`config.mk`:
```
export PLATFORM = sky130hd
export DESIGN_NAME = pedal_scan_midi_note_events_unit_flat
export DESIGN_NICKNAME = d
export VERILOG_FILES = /design/src/rtl/psmne_pkg.sv /design/src/rtl/psmne_if.sv /design/src/rtl/psmne_front.sv /design/src/rtl/psmne_fifo.sv /design/src/rtl/psmne_back.sv /design/src/rtl/pedal_scan_midi_note_events_unit.sv /design/src/flat_wrapper.sv
export SDC_FILE = /design/constraint.sdc
export NUM_CORES = 1
export LEC_CHECK = 0
export BUFFER_PORTS_ARGS = -buffer_cell sky130_fd_sc_hd__buf_2
export CORE_MARGIN = 5
export CORE_UTILIZATION = 35
export CTS_CLUSTER_SIZE = 25
export DETAILED_ROUTE_END_ITERATION = 16
export PLACE_DENSITY = 0.47
export RECOVER_POWER = 50
export SLEW_MARGIN = 25
export SYNTH_ARGS = -nofsm -noshare
export SYNTH_HDL_FRONTEND = slang
export SYNTH_HIERARCHICAL = 1
export SYNTH_SLANG_ARGS = --single-unit
```
`constraint.sdc`:
```
create_clock -name clk_i -period 12.3 [get_ports clk_i]
set_input_delay 1.845 -clock clk_i [delete_from_list [all_inputs] [get_ports clk_i]]
set_output_delay 1.845 -clock clk_i [all_outputs]
set_load 0.005 [all_outputs]
```
`src/rtl/psmne_pkg.sv`:
```
// Shared types and constants for the pedal scan to MIDI note event unit.
// No dependencies; every other file of the block imports this package.
package psmne_pkg;

  // Configuration port widths
  localparam int CFG_IDX_W  = 8;
  localparam int CFG_DATA_W = 8;

  // Configuration register indexes
  localparam logic [CFG_IDX_W-1:0] REG_MIDI_CHANNEL  = 8'd0;
  localparam logic [CFG_IDX_W-1:0] REG_INVERT_PEDALS = 8'd1;
  localparam logic [CFG_IDX_W-1:0] REG_MONO_MODE     = 8'd2;

  // MIDI message constants
  localparam int NOTE_W = 7;
  localparam logic [7:0]        STATUS_NOTE_ON = 8'h90;
  localparam logic [7:0]        STATUS_NONE    = 8'h00;
  localparam logic [NOTE_W-1:0] TOP_NOTE       = 7'd48;
  localparam logic [NOTE_W-1:0] VEL_PRESS      = 7'h7F;
  localparam logic [NOTE_W-1:0] VEL_RELEASE    = 7'h00;

  // Live configuration
  typedef struct packed {
    logic [3:0] midi_channel;
    logic       invert_pedals;
    logic       mono_mode;
  } cfg_t;

  // Back-end sequencer states
  typedef enum logic {
    BACK_IDLE,
    BACK_RUN
  } back_state_e;

endpackage

```
`src/rtl/psmne_if.sv`:
```
// Handshake channel interfaces: pedal scans in, note events out, config writes.
// Depends on psmne_pkg for the configuration port widths.
interface psmne_scan_if #(
  parameter int NUM_PEDALS = 25
);
  logic                  valid;
  logic                  ready;
  logic [NUM_PEDALS-1:0] pedal_levels;

  modport source (output valid, output pedal_levels, input ready);
  modport sink   (input valid, input pedal_levels, output ready);
endinterface

interface psmne_note_if;
  logic       valid;
  logic       ready;
  logic       has_message;
  logic [7:0] status_byte;
  logic [6:0] note_number;
  logic [6:0] velocity;
  logic       led_on;
  logic       last;

  modport source (output valid, output has_message, output status_byte,
                  output note_number, output velocity, output led_on,
                  output last, input ready);
  modport sink   (input valid, input has_message, input status_byte,
                  input note_number, input velocity, input led_on,
                  input last, output ready);
endinterface

interface psmne_cfg_if import psmne_pkg::*; ();
  logic                  valid;
  logic                  ready;
  logic [CFG_IDX_W-1:0]  reg_index;
  logic [CFG_DATA_W-1:0] wdata;

  modport source (output valid, output reg_index, output wdata, input ready);
  modport sink   (input valid, input reg_index, input wdata, output ready);
endinterface

```
`src/rtl/psmne_front.sv`:
```
// Front end: config registers, scan filtering (invert, mono) and change detection.
// Depends on psmne_pkg and the channel interfaces in psmne_if.sv.
module psmne_front import psmne_pkg::*; #(
  parameter int NUM_PEDALS = 25
) (
  input  logic                  clk_i,
  input  logic                  rst_ni,
  psmne_scan_if.sink            scan_i,
  psmne_cfg_if.sink             cfg_i,
  output cfg_t                  cfg_o,
  input  logic                  full_i,
  output logic                  push_o,
  output logic [NUM_PEDALS-1:0] change_o,
  output logic [NUM_PEDALS-1:0] levels_o,
  output logic                  led_o
);

  cfg_t                  cfg_q;
  logic [NUM_PEDALS-1:0] prev_q;
  logic [NUM_PEDALS-1:0] filt;
  logic [NUM_PEDALS-1:0] pressed;
  logic [NUM_PEDALS-1:0] smear;
  logic [NUM_PEDALS-1:0] keep;
  logic [NUM_PEDALS-1:0] new_levels;

  // Take config writes at any time; unknown indexes are dropped
  assign cfg_i.ready = 1'b1;

  always_ff @(posedge clk_i or negedge rst_ni) begin
    if (!rst_ni) begin
      cfg_q <= '0;
    end else if (cfg_i.valid) begin
      case (cfg_i.reg_index)
        REG_MIDI_CHANNEL:  cfg_q.midi_channel  <= cfg_i.wdata[3:0];
        REG_INVERT_PEDALS: cfg_q.invert_pedals <= cfg_i.wdata[0];
        REG_MONO_MODE:     cfg_q.mono_mode     <= cfg_i.wdata[0];
        default: ;
      endcase
    end
  end

  assign cfg_o = cfg_q;

  // Filter the scan: invert, then keep only the highest pressed index in mono mode
  always_comb begin
    filt    = cfg_q.invert_pedals ? ~scan_i.pedal_levels : scan_i.pedal_levels;
    pressed = ~filt;
    smear   = pressed;
    for (int sh = 1; sh < NUM_PEDALS; sh = sh * 2) begin
      smear = smear | (smear >> sh);
    end
    keep       = pressed & ~(smear >> 1);
    new_levels = cfg_q.mono_mode ? ~keep : filt;
  end

  // Accept a scan whenever the queue has room
  assign scan_i.ready = !full_i;
  assign push_o       = scan_i.valid && !full_i;
  assign change_o     = new_levels ^ prev_q;
  assign levels_o     = new_levels;
  assign led_o        = ~&new_levels;

  // Hold the filtered scan for the next compare
  always_ff @(posedge clk_i or negedge rst_ni) begin
    if (!rst_ni) begin
      prev_q <= '1;
    end else if (push_o) begin
      prev_q <= new_levels;
    end
  end

  a_prev_follows_push: assert property (@(posedge clk_i) disable iff (!rst_ni)
    push_o |=> prev_q == $past(new_levels))
    else $error("previous scan not updated on accept");

endmodule

```
`src/rtl/psmne_fifo.sv`:
```
// Short queue of classified scans between the front end and the back end.
// Depends on psmne_pkg only through the common import convention.
module psmne_fifo import psmne_pkg::*; #(
  parameter int WIDTH = 51,
  parameter int DEPTH = 2
) (
  input  logic             clk_i,
  input  logic             rst_ni,
  input  logic             push_i,
  input  logic [WIDTH-1:0] wdata_i,
  output logic             full_o,
  input  logic             pop_i,
  output logic [WIDTH-1:0] rdata_o,
  output logic             empty_o
);

  localparam int PTR_W = (DEPTH > 1) ? $clog2(DEPTH) : 1;
  localparam int CNT_W = $clog2(DEPTH + 1);

  logic [WIDTH-1:0] mem_q [DEPTH];
  logic [PTR_W-1:0] wptr_q, rptr_q;
  logic [CNT_W-1:0] count_q;

  assign full_o  = count_q == CNT_W'(DEPTH);
  assign empty_o = count_q == '0;
  assign rdata_o = mem_q[rptr_q];

  // Store entries
  always_ff @(posedge clk_i) begin
    if (push_i) begin
      mem_q[wptr_q] <= wdata_i;
    end
  end

  // Advance pointers and occupancy
  always_ff @(posedge clk_i or negedge rst_ni) begin
    if (!rst_ni) begin
      wptr_q  <= '0;
      rptr_q  <= '0;
      count_q <= '0;
    end else begin
      if (push_i) begin
        wptr_q <= (wptr_q == PTR_W'(DEPTH - 1)) ? '0 : wptr_q + 1'b1;
      end
      if (pop_i) begin
        rptr_q <= (rptr_q == PTR_W'(DEPTH - 1)) ? '0 : rptr_q + 1'b1;
      end
      count_q <= count_q + CNT_W'(push_i) - CNT_W'(pop_i);
    end
  end

  a_no_pop_empty: assert property (@(posedge clk_i) disable iff (!rst_ni)
    pop_i |-> !empty_o)
    else $error("pop from empty queue");

endmodule

```
`src/rtl/psmne_back.sv`:
```
// Back end: walks the change mask of one scan and emits note items and a closing item.
// Depends on psmne_pkg and the note channel interface in psmne_if.sv.
module psmne_back import psmne_pkg::*; #(
  parameter int NUM_PEDALS = 25
) (
  input  logic                  clk_i,
  input  logic                  rst_ni,
  input  cfg_t                  cfg_i,
  input  logic                  empty_i,
  input  logic [NUM_PEDALS-1:0] change_i,
  input  logic [NUM_PEDALS-1:0] levels_i,
  input  logic                  led_i,
  output logic                  pop_o,
  psmne_note_if.source          note_o
);

  localparam int IDX_W = (NUM_PEDALS > 1) ? $clog2(NUM_PEDALS) : 1;

  back_state_e           state_q, state_d;
  logic [NUM_PEDALS-1:0] rem_q;
  logic [NUM_PEDALS-1:0] levels_q;
  logic                  led_q;
  logic [NUM_PEDALS-1:0] lowbit;
  logic [IDX_W-1:0]      idx;
  logic                  out_free;
  logic                  advance;

  logic                  valid_q;
  logic                  has_q;
  logic [7:0]            status_q;
  logic [NOTE_W-1:0]     note_q;
  logic [NOTE_W-1:0]     vel_q;
  logic                  led_out_q;
  logic                  last_q;

  assign out_free = !valid_q || note_o.ready;

  // Pick the lowest changed pedal
  always_comb begin
    lowbit = rem_q & (~rem_q + 1'b1);
    idx    = '0;
    for (int i = 0; i < NUM_PEDALS; i++) begin
      if (lowbit[i]) begin
        idx = idx | IDX_W'(i);
      end
    end
  end

  always_ff @(posedge clk_i or negedge rst_ni) begin
    if (!rst_ni) begin
      state_q <= BACK_IDLE;
    end else begin
      state_q <= state_d;
    end
  end

  // Sequence: load an entry, then one item per free output slot
  always_comb begin
    state_d = state_q;
    pop_o   = 1'b0;
    advance = 1'b0;
    case (state_q)
      BACK_IDLE: begin
        if (!empty_i) begin
          pop_o   = 1'b1;
          state_d = BACK_RUN;
        end
      end
      BACK_RUN: begin
        if (out_free) begin
          advance = 1'b1;
          if (rem_q == '0) begin
            state_d = BACK_IDLE;
          end
        end
      end
      default: state_d = BACK_IDLE;
    endcase
  end

  // Load the scan and clear each change once emitted
  always_ff @(posedge clk_i) begin
    if (pop_o) begin
      rem_q    <= change_i;
      levels_q <= levels_i;
      led_q    <= led_i;
    end else if (advance) begin
      rem_q <= rem_q & ~lowbit;
    end
  end

  // Output register
  always_ff @(posedge clk_i or negedge rst_ni) begin
    if (!rst_ni) begin
      valid_q <= 1'b0;
    end else if (out_free) begin
      valid_q <= advance;
    end
  end

  always_ff @(posedge clk_i) begin
    if (advance) begin
      led_out_q <= led_q;
      if (rem_q != '0) begin
        has_q    <= 1'b1;
        status_q <= STATUS_NOTE_ON | {4'b0000, cfg_i.midi_channel};
        note_q   <= TOP_NOTE - NOTE_W'(idx);
        vel_q    <= |(lowbit & ~levels_q) ? VEL_PRESS : VEL_RELEASE;
        last_q   <= 1'b0;
      end else begin
        has_q    <= 1'b0;
        status_q <= STATUS_NONE;
        note_q   <= '0;
        vel_q    <= VEL_RELEASE;
        last_q   <= 1'b1;
      end
    end
  end

  assign note_o.valid       = valid_q;
  assign note_o.has_message = has_q;
  assign note_o.status_byte = status_q;
  assign note_o.note_number = note_q;
  assign note_o.velocity    = vel_q;
  assign note_o.led_on      = led_out_q;
  assign note_o.last        = last_q;

  a_one_change_per_item: assert property (@(posedge clk_i) disable iff (!rst_ni)
    (advance && rem_q != '0) |=> $countones(rem_q) == $past($countones(rem_q)) - 1)
    else $error("note item did not retire exactly one change");

  a_close_ends_run: assert property (@(posedge clk_i) disable iff (!rst_ni)
    (advance && rem_q == '0) |=> state_q == BACK_IDLE && valid_q && last_q)
    else $error("closing item not issued at end of scan");

  a_no_load_while_running: assert property (@(posedge clk_i) disable iff (!rst_ni)
    (state_q == BACK_RUN) |-> !pop_o)
    else $error("queue popped while a scan is in progress");

endmodule

```
`src/rtl/pedal_scan_midi_note_events_unit.sv`:
```
// Pedal board scan to MIDI note events: a scan of active-low contacts is taken
// whenever the two-entry scan queue has room. The back-end sequencer then loads
// the scan, emits one note item per changed pedal and then a closing item, and
// loads no new scan until that closing item is issued; that sequencer, emitting one
// item per cycle into an output register while the note channel is ready, sets the
// sustained rate. Config writes are taken every cycle and act at once.
// Depends on psmne_pkg, psmne_if.sv, psmne_front, psmne_fifo and psmne_back.
module pedal_scan_midi_note_events_unit import psmne_pkg::*; #(
  parameter int NUM_PEDALS = 25
) (
  input  logic          clk_i,
  input  logic          rst_ni,
  psmne_scan_if.sink    scan_i,
  psmne_cfg_if.sink     cfg_i,
  psmne_note_if.source  note_o
);

  localparam int ENTRY_W = 2 * NUM_PEDALS + 1;

  cfg_t                  cfg;
  logic                  push, pop, full, empty;
  logic [NUM_PEDALS-1:0] f_change, f_levels;
  logic                  f_led;
  logic [ENTRY_W-1:0]    q_wdata, q_rdata;

  psmne_front #(.NUM_PEDALS(NUM_PEDALS)) u_front (
    .clk_i    (clk_i),
    .rst_ni   (rst_ni),
    .scan_i   (scan_i),
    .cfg_i    (cfg_i),
    .cfg_o    (cfg),
    .full_i   (full),
    .push_o   (push),
    .change_o (f_change),
    .levels_o (f_levels),
    .led_o    (f_led)
  );

  assign q_wdata = {f_led, f_levels, f_change};

  psmne_fifo #(.WIDTH(ENTRY_W), .DEPTH(2)) u_fifo (
    .clk_i   (clk_i),
    .rst_ni  (rst_ni),
    .push_i  (push),
    .wdata_i (q_wdata),
    .full_o  (full),
    .pop_i   (pop),
    .rdata_o (q_rdata),
    .empty_o (empty)
  );

  psmne_back #(.NUM_PEDALS(NUM_PEDALS)) u_back (
    .clk_i    (clk_i),
    .rst_ni   (rst_ni),
    .cfg_i    (cfg),
    .empty_i  (empty),
    .change_i (q_rdata[NUM_PEDALS-1:0]),
    .levels_i (q_rdata[2*NUM_PEDALS-1:NUM_PEDALS]),
    .led_i    (q_rdata[ENTRY_W-1]),
    .pop_o    (pop),
    .note_o   (note_o)
  );

endmodule
```
`src/flat_wrapper.sv`:
```
// flat-port wrapper written by rule: the top's interface ports become plain ports
module pedal_scan_midi_note_events_unit_flat import psmne_pkg::*;
#(
  parameter int NUM_PEDALS = 25
)
  (clk_i, rst_ni, scan_i_valid, scan_i_pedal_levels, scan_i_ready, cfg_i_valid, cfg_i_reg_index, cfg_i_wdata, cfg_i_ready, note_o_valid, note_o_has_message, note_o_status_byte, note_o_note_number, note_o_velocity, note_o_led_on, note_o_last, note_o_ready);
  psmne_scan_if #(.NUM_PEDALS(NUM_PEDALS)) scan_i_i ();
  psmne_cfg_if cfg_i_i ();
  psmne_note_if note_o_i ();
  input  logic clk_i;
  input  logic rst_ni;
  input wire logic [$bits(scan_i_i.valid)-1:0] scan_i_valid;
  input wire logic [$bits(scan_i_i.pedal_levels)-1:0] scan_i_pedal_levels;
  output wire logic [$bits(scan_i_i.ready)-1:0] scan_i_ready;
  input wire logic [$bits(cfg_i_i.valid)-1:0] cfg_i_valid;
  input wire logic [$bits(cfg_i_i.reg_index)-1:0] cfg_i_reg_index;
  input wire logic [$bits(cfg_i_i.wdata)-1:0] cfg_i_wdata;
  output wire logic [$bits(cfg_i_i.ready)-1:0] cfg_i_ready;
  output wire logic [$bits(note_o_i.valid)-1:0] note_o_valid;
  output wire logic [$bits(note_o_i.has_message)-1:0] note_o_has_message;
  output wire logic [$bits(note_o_i.status_byte)-1:0] note_o_status_byte;
  output wire logic [$bits(note_o_i.note_number)-1:0] note_o_note_number;
  output wire logic [$bits(note_o_i.velocity)-1:0] note_o_velocity;
  output wire logic [$bits(note_o_i.led_on)-1:0] note_o_led_on;
  output wire logic [$bits(note_o_i.last)-1:0] note_o_last;
  input wire logic [$bits(note_o_i.ready)-1:0] note_o_ready;
  assign scan_i_i.valid = scan_i_valid;
  assign scan_i_i.pedal_levels = scan_i_pedal_levels;
  assign scan_i_ready = scan_i_i.ready;
  assign cfg_i_i.valid = cfg_i_valid;
  assign cfg_i_i.reg_index = cfg_i_reg_index;
  assign cfg_i_i.wdata = cfg_i_wdata;
  assign cfg_i_ready = cfg_i_i.ready;
  assign note_o_valid = note_o_i.valid;
  assign note_o_has_message = note_o_i.has_message;
  assign note_o_status_byte = note_o_i.status_byte;
  assign note_o_note_number = note_o_i.note_number;
  assign note_o_velocity = note_o_i.velocity;
  assign note_o_led_on = note_o_i.led_on;
  assign note_o_last = note_o_i.last;
  assign note_o_i.ready = note_o_ready;
  pedal_scan_midi_note_events_unit #(.NUM_PEDALS(NUM_PEDALS)) u_core (.clk_i(clk_i), .rst_ni(rst_ni), .scan_i(scan_i_i), .cfg_i(cfg_i_i), .note_o(note_o_i));
endmodule
```
==> results of run 1 <==
layer usage:
layer,routed length [um],up-vias
met5,0,-
met2,9028,168
met3,1020,33
li1,-,2983
met4,497,0
met1,10370,2908
flip-flops by register name, indices dropped and copies added, names as in the netlist:
name / flops
u_core/u_back/note_o.last: 1
u_core/u_fifo/wptr_q: 1
u_core/u_fifo/mem_q: 102
u_core/u_front/prev_q: 25
u_core/u_back/state_q: 1
u_core/u_back/note_o.valid: 1
u_core/u_back/note_o.velocity: 1
u_core/u_back/rem_q: 25
u_core/u_fifo/count_q: 2
u_core/u_front/cfg_o: 6
u_core/u_fifo/rptr_q: 1
u_core/u_back/note_o.led_on: 1
u_core/u_back/led_q: 1
u_core/u_back/note_o.note_number: 6
u_core/u_back/note_o.status_byte: 5
u_core/u_back/levels_q: 25
area by class of cell:
cell class / instances / area (um^2)
fillers: 2829 / 17470
flip-flops and latches: 204 / 5974
well taps: 384 / 480.5
multi-input cells: 504 / 3706
clock buffers: 33 / 694.4
inverters: 31 / 116.4
clock inverters: 9 / 77.57
repair buffers: 70 / 335.3
power groups by stage:
stage | combinational [mW] | sequential (mW) | clock, mW
2_1_floorplan | 0.335 | 1.03 | 0
3_3_place_gp | 0.411 | 1.04 | 0
3_5_place_dp | 0.422 | 1.04 | 0
4_1_cts | 0.424 | 1.03 | 0.695
5_1_grt | 0.438 | 1.05 | 0.725
6_report | 0.394 | 1.03 | 0.673
cell families (layout without fill, tap and decap cells):
group / after synthesis / in the layout / share of synthesized area [%]
and+or+nand+nor: 242 / 242 / 13.18
DFF: 204 / 204 / 58.11
AOI/OAI and AO/OA: 125 / 125 / 8.522
muxes: 81 / 81 / 10.76
buffers and inverters: 77 / 143 / 4.663
xor gates and xnor gates: 49 / 49 / 4.322
adders and majority gates: 3 / 3 / 0.3653
other: 2 / 4 / 0.07307
worst max path at each step:
stage                                       startpoint                                    to  slack [ps]  cells past startpoint
finish                                    scan_i_valid  u_core/u_fifo/mem_q[1][26]$_DFFE_PP_        8030                      5
global route        u_core/u_fifo/count_q[1]$_DFF_PN0_    u_core/u_fifo/count_q[1]$_DFF_PN0_        7520                      8
CTS                                       scan_i_valid   u_core/u_fifo/mem_q[1][1]$_DFFE_PP_        7930                      5
detailed placement                        scan_i_valid   u_core/u_fifo/mem_q[1][3]$_DFFE_PP_        7420                      5
global placement                          scan_i_valid   u_core/u_fifo/mem_q[1][3]$_DFFE_PP_        7430                      5
floorplan                                 scan_i_valid   u_core/u_fifo/mem_q[0][0]$_DFFE_PP_        7020                      4
cell usage in the layout, fill, tap and decap left out, types with 12 or more instances in the layout:
master / instances
edfxtp_1: 167
nand2_1: 84
buf_2: 49
o21ai_0: 35
inv_1: 28
xor2_1: 28
mux2_1: 28
nor2_1: 27
dfstp_2: 25
clkbuf_16: 24
mux2_4: 24
clkbuf_1: 21
a21oi_1: 21
mux2_2: 21
xnor2_1: 20
nand3_1: 14
nor3_1: 12
stage by stage:
stage               utilization [%]  setup WS, ps  hold slack (ps)
detailed placement            37.35          7420            443.6
CTS                           40.03          7928            436.3
global placement              37.34          7432            436.1
global route                  39.45          7525            442.8
finish                        39.45          8033            433.3
floorplan                         -          7017            400.3
==> flow_summary_export.csv, run 1 <==
group,metric,value,unit
run_status,status,"finished with violations",
run_status,violations,"capacitance limit, slew limit",
clock_tree,clk_pin_slew,60,ps
setup_path,r2r_end,"u_core/u_fifo/count_q[1]$_DFF_PN0_",
global_route,use_met1,18.55,%
global_route,use_met3,2.031,%
route,drtPass1Iterations,7,
setup_path,r2r-start,"u_core/u_fifo/count_q[1]$_DFF_PN0_",
global_route,gr-max-usage-layer,"met2",
route,remaining_drc_errors,0,
power,power.internal,1.561,mW
hold_path,hp-start,"u_core/u_back/led_q$_DFFE_PP_",
logic_synthesis,ys_ff_latch,204,
route,dr_total_vias,6092,
power,power_density,184.0,mW/mm^2
power,p_sw,533.4,uW
logic_synthesis,synthTopCellsByArea,"edfxtp_1 49%, mux2_4 7.3%, dfstp_2 6.4%",
setup_path,crit_slowest_cell,"clkinv_1",
place,placed_cells,1193,
route,via_per_inst,4.933,
sta,setup_viol,0,
sta,clock.fmax,234.4,MHz
power,p_leak,4.096,nW
route,ant_nets,0,
logic_synthesis,synth-main-ff-cell,"edfxtp_1",
setup_path,r2r_slack,8040,ps
clock_tree,cts_tree,"yes",
logic_synthesis,synth_area,0.01028,mm^2
layout,fin_area,0.01138,mm^2
sta,setup-tns-final,0,ps
global_route,met2_usage,18.73,%
place,gp_congestion,0.8335,
floorplanning,die-area,0.03289,mm^2
logic_synthesis,synthCells,783,
sta,hold_violations,0,
sta,final.min_clock_period,4267,ps
logic_synthesis,ys_seq_area_share,58.11,%
sta,rsz0062_at_grt,"no",
clock_tree,clock_path_buffers,3,
floorplanning,num_rows,62,
job,drv_cap,3,
place,dp_hpwl,14580,um
clock_tree,cts_hold_buffers,0,
sta,tightest_slew,3617,ps
setup_path,cp.required,12480,ps
setup_path,worstSetupStartpointType,"input port",
route,drtIter0Drc,281,
power,power,2.095,mW
clock_tree,post_cts_resize_count,0,
setup_path,reg2reg_depth,8,
setup_path,critical_path.max_fanout,41,
layout,area_delta_synth_final,10.77,%
layout,layout-drive-gt1-share,23.03,%
global_route,grt_overflow_total,0,
power,ir_worst_vdd,0.08752,mV
logic_synthesis,yosysMostFrequentCell,"edfxtp_1",
power,power_frac_seq,49.1,%
setup_path,critPathTopFamily,"buffers and inverters",
logic_synthesis,synth.distinct_cells,95,
clock_tree,clock_sinks,204,
power,p_sw_share,25.47,%
clock_tree,h-tree-depth,1,
logic_synthesis,yosysTopAreaCell,"edfxtp_1",
logic_synthesis,synth_edf_count,167,
hold_path,hold_depth,0,
layout,num_antenna_cells,0,
setup_path,crit_path_end_kind,"flop",
route,totalWireLength,20910,um
route,wl_per_cell,16.93,um
clock_tree,postCtsSetupRepairBufs,0,
setup_path,worst-endpoint-arrival,4440,ps
place,placed_cell_area,0.01078,mm^2
global_route,grt_pass1_vias,6199,
clock_tree,cts_root_buf,"clkbuf_16",
layout,finalNonFillerCells,1235,
floorplanning,die_x,181.4,um
logic_synthesis,synth_warnings,6,
floorplanning,io_pins,74,
setup_path,critPathKind,"input port to flop",
sta,skew,18.03,ps
floorplanning,start_util,35.61,%
logic_synthesis,synth_top_area_share,48.79,%
global_route,antenna_found_initial,0,
logic_synthesis,synth.avg_cell_area,13.13,um^2
logic_synthesis,synth_common_cells,"167 x edfxtp_1, 84 x nand2_1, 50 x mux2_4",
floorplanning,die_y,181.4,um
logic_synthesis,synthArstFlopShare,18.14,%
floorplanning,coreArea,0.02886,mm^2
clock_tree,clock_latency,500,ps
setup_path,max_stage_delay,970,ps
hold_path,hold_class,"flop to flop",
layout,final_nets,883,
setup_path,cp_cell_sequence,"buf_2 > nand2_1 > clkinv_1 > and2_2 > buf_4",
hold_path,whs_endpoint,"u_core/u_back/note_o.led_on$_DFFE_PP_",
global_route,grt_max_degree,64,
power,power_frac_comb,18.8,%
sta,relSlewSlack,-141.2,%
sta,drv_slew,155,
power,clockPowerShare,32.1,%
clock_tree,cts_buffers,23,
global_route,grt_pass1_wl,33640,um
place,io_buffer_count,65,
global_route,grtUsageTotal,12.46,%
sta,fin_crit_sh,34.69,%
setup_path,path_buf_inv,3,
No activity file was read; power rests on OpenSTA's default activity.
==> run 2: changes to the inputs <==
==> constraint.sdc (replaced) <==
create_clock -name clk_i -period 4 [get_ports clk_i]
set_input_delay 0.6 -clock clk_i [delete_from_list [all_inputs] [get_ports clk_i]]
set_output_delay 0.6 -clock clk_i [all_outputs]
set_load 0.005 [all_outputs]
==> run 2 against run 1 <==
  * The flow still finishes with violations (capacitance limit, slew limit)
  * Core utilization up 0.078 points
  * Clock-buffer cell count up 3
  * Via count down 0.56%
  * Sequential power rose to 3.1 times the previous value
  * Clock skew down 0.73 ps
  * Sequential share of layout area down 0.13 points
  * Final cell count up 0.24%
  * Worst hold slack worse by 250 ps
  * Largest power group unchanged
  * Design area up 0.20%
  * Wire length up 1.7%
==> flow_summary_export.csv, run 2 (synthesis gave the netlist of run 1 again) <==
group,metric,value,unit
setup_path,crit_path_end_kind,"flop",
clock_tree,clock_latency,500,ps
clock_tree,clock_path_buffers,3,
clock_tree,post_cts_resize_count,0,
setup_path,worstSetupStartpointType,"flop",
route,wl_per_cell,17.19,um
sta,drv_slew,26,
clock_tree,cts_tree,"yes",
setup_path,cp.required,4170,ps
clock_tree,cts_root_buf,"clkbuf_16",
floorplanning,die_y,181.4,um
power,ir_worst_vdd,0.2849,mV
setup_path,critPathTopFamily,"buffers and inverters",
global_route,grt_max_degree,41,
route,remaining_drc_errors,0,
clock_tree,postCtsSetupRepairBufs,0,
layout,largest_reg_flops,102,
layout,final_common_cell,"edfxtp_1",
global_route,grt_pass1_vias,6166,
sta,clock.fmax,312.6,MHz
floorplanning,die-area,0.03289,mm^2
run_status,status,"finished with violations",
route,totalWireLength,21280,um
setup_path,reg2reg_depth,7,
route,via_per_inst,4.893,
layout,finalNonFillerCells,1238,
floorplanning,io_pins,74,
setup_path,max_stage_delay,980,ps
floorplanning,die_x,181.4,um
setup_path,cp_common_cell,"nor2b_1",
hold_path,hold_class,"input port to async pin",
setup_path,cp_num_cells,7,
layout,area_delta_synth_final,10.99,%
route,ant_nets,0,
setup_path,worst-endpoint-arrival,3370,ps
sta,tightest_slew,1582,ps
setup_path,critical_path.max_fanout,40,
clock_tree,clk_pin_slew,60,ps
setup_path,crit_slowest_cell,"nor2b_1",
setup_path,critPathKind,"flop to flop",
power,power_density,551.5,mW/mm^2
floorplanning,start_util,35.61,%
global_route,grtUsageTotal,12.67,%
global_route,grt_pass1_wl,34070,um
power,p_leak,4.099,nW
route,drtPass1Iterations,5,
route,dr_total_vias,6058,
layout,layout-drive-gt1-share,23.33,%
job,drv_cap,1,
layout,final_nets,887,
clock_tree,cts_hold_buffers,0,
floorplanning,coreArea,0.02886,mm^2
route,drtIter0Drc,255,
sta,skew,17.30,ps
sta,setup-tns-final,0,ps
layout,top_register,"u_core/u_fifo/mem_q",
run_status,violations,"capacitance limit, slew limit",
place,io_buffer_count,65,
layout,mostFrequentLayoutCells,"167 x edfxtp_1, 84 x nand2_1, 48 x buf_2, 34 x o21ai_0, 28 x xor2_1",
global_route,grt_overflow_total,0,
clock_tree,cts_buffers,21,
sta,final.min_clock_period,3199,ps
place,gp_congestion,0.7994,
clock_tree,h-tree-depth,1,
floorplanning,num_rows,62,
sta,fin_crit_sh,79.98,%
sta,hold_violations,0,
setup_path,cp_cell_sequence,"nor2b_1 > inv_1 > nand2_1 > clkbuf_1 > clkinv_1 > nor2b_1 > buf_12",
sta,setup_viol,0,
place,placed_cells,1199,
setup_path,path_buf_inv,4,
place,dp_hpwl,15210,um
global_route,antenna_found_initial,0,
sta,relSlewSlack,-5.497,%
clock_tree,clock_sinks,204,
sta,rsz0062_at_grt,"no",
==> run 2: report_power, final <==
part | total, mW | leakage [nW] | internal, mW | switching (mW)
Clock | 1.93 | 0.340 | 1.16 | 0.765
Combinational | 1.17 | 1.80 | 0.548 | 0.627
Sequential | 3.19 | 1.96 | 2.98 | 0.207
Total | 6.29 | 4.10 | 4.69 | 1.60
==> run 2: final cells by class <==
| cell class | instances | area [um^2] |
|---|---|---|
| fill | 2747 | 17450 |
| inverter | 31 | 116.4 |
| timing repair buffer | 76 | 397.9 |
| sequential | 204 | 5972 |
| clock buffer | 36 | 684.4 |
| clock inverter | 2 | 16.27 |
| tap | 384 | 480.5 |
| antenna | 1 | 2.502 |
| multi-input combinational | 504 | 3737 |
==> run 2: final timing paths <==
kind | from | endpoint | slack [ps]
min in group clk_i | cfg_i_wdata[1] | u_core/u_front/cfg_o[3]$_DFFE_PN0P_ | 330
max in group asynchronous | rst_ni | u_core/u_fifo/count_q[1]$_DFF_PN0_ | 1900
min reg2reg | u_core/u_back/led_q$_DFFE_PP_ | u_core/u_back/note_o.led_on$_DFFE_PP_ | 440
max reg2reg | u_core/u_fifo/count_q[1]$_DFF_PN0_ | u_core/u_fifo/mem_q[0][4]$_DFFE_PP_ | 800
max | u_core/u_fifo/count_q[1]$_DFF_PN0_ | u_core/u_fifo/mem_q[0][4]$_DFFE_PP_ | 800
min | rst_ni | u_core/u_fifo/rptr_q$_DFFE_PN0P_ | 180
==> run 2: layer usage <==
metal / vias to the layer above / global-route usage (%) / share of wire (%)
met5: - / 0 / 0
met4: 0 / 3.633 / 2.3
met3: 33 / 1.870 / 3.9
met2: 137 / 19.99 / 44
met1: 2899 / 18.22 / 50
li1: 2989 / - / -
==> run 2: through the flow <==
stage / power, mW / cell area (um^2) / util, % / hold slack, ps / worst slack [ps]
2_1_floorplan: 4.196 / 10290 / - / 304.4 / 905.9
3_3_place_gp: 4.496 / 10860 / 37.63 / 442.5 / 862.8
3_5_place_dp: 4.538 / 10860 / 37.63 / 442.8 / 863.7
4_1_cts: 6.491 / 11560 / 40.06 / 7.754 / 876.0
5_1_grt: 6.623 / 11400 / 39.52 / 225.3 / 518.0
6_report: 6.291 / 11410 / 39.53 / 180.6 / 800.7
==> run 2: worst register-to-register path, stage by stage (launching register included) <==
cell	delay [ps]
dfrtp_1	400
nor2b_1	140
inv_1	110
nand2_1	60
clkbuf_1	410
clkinv_1	410
nor2b_1	980
buf_12	340
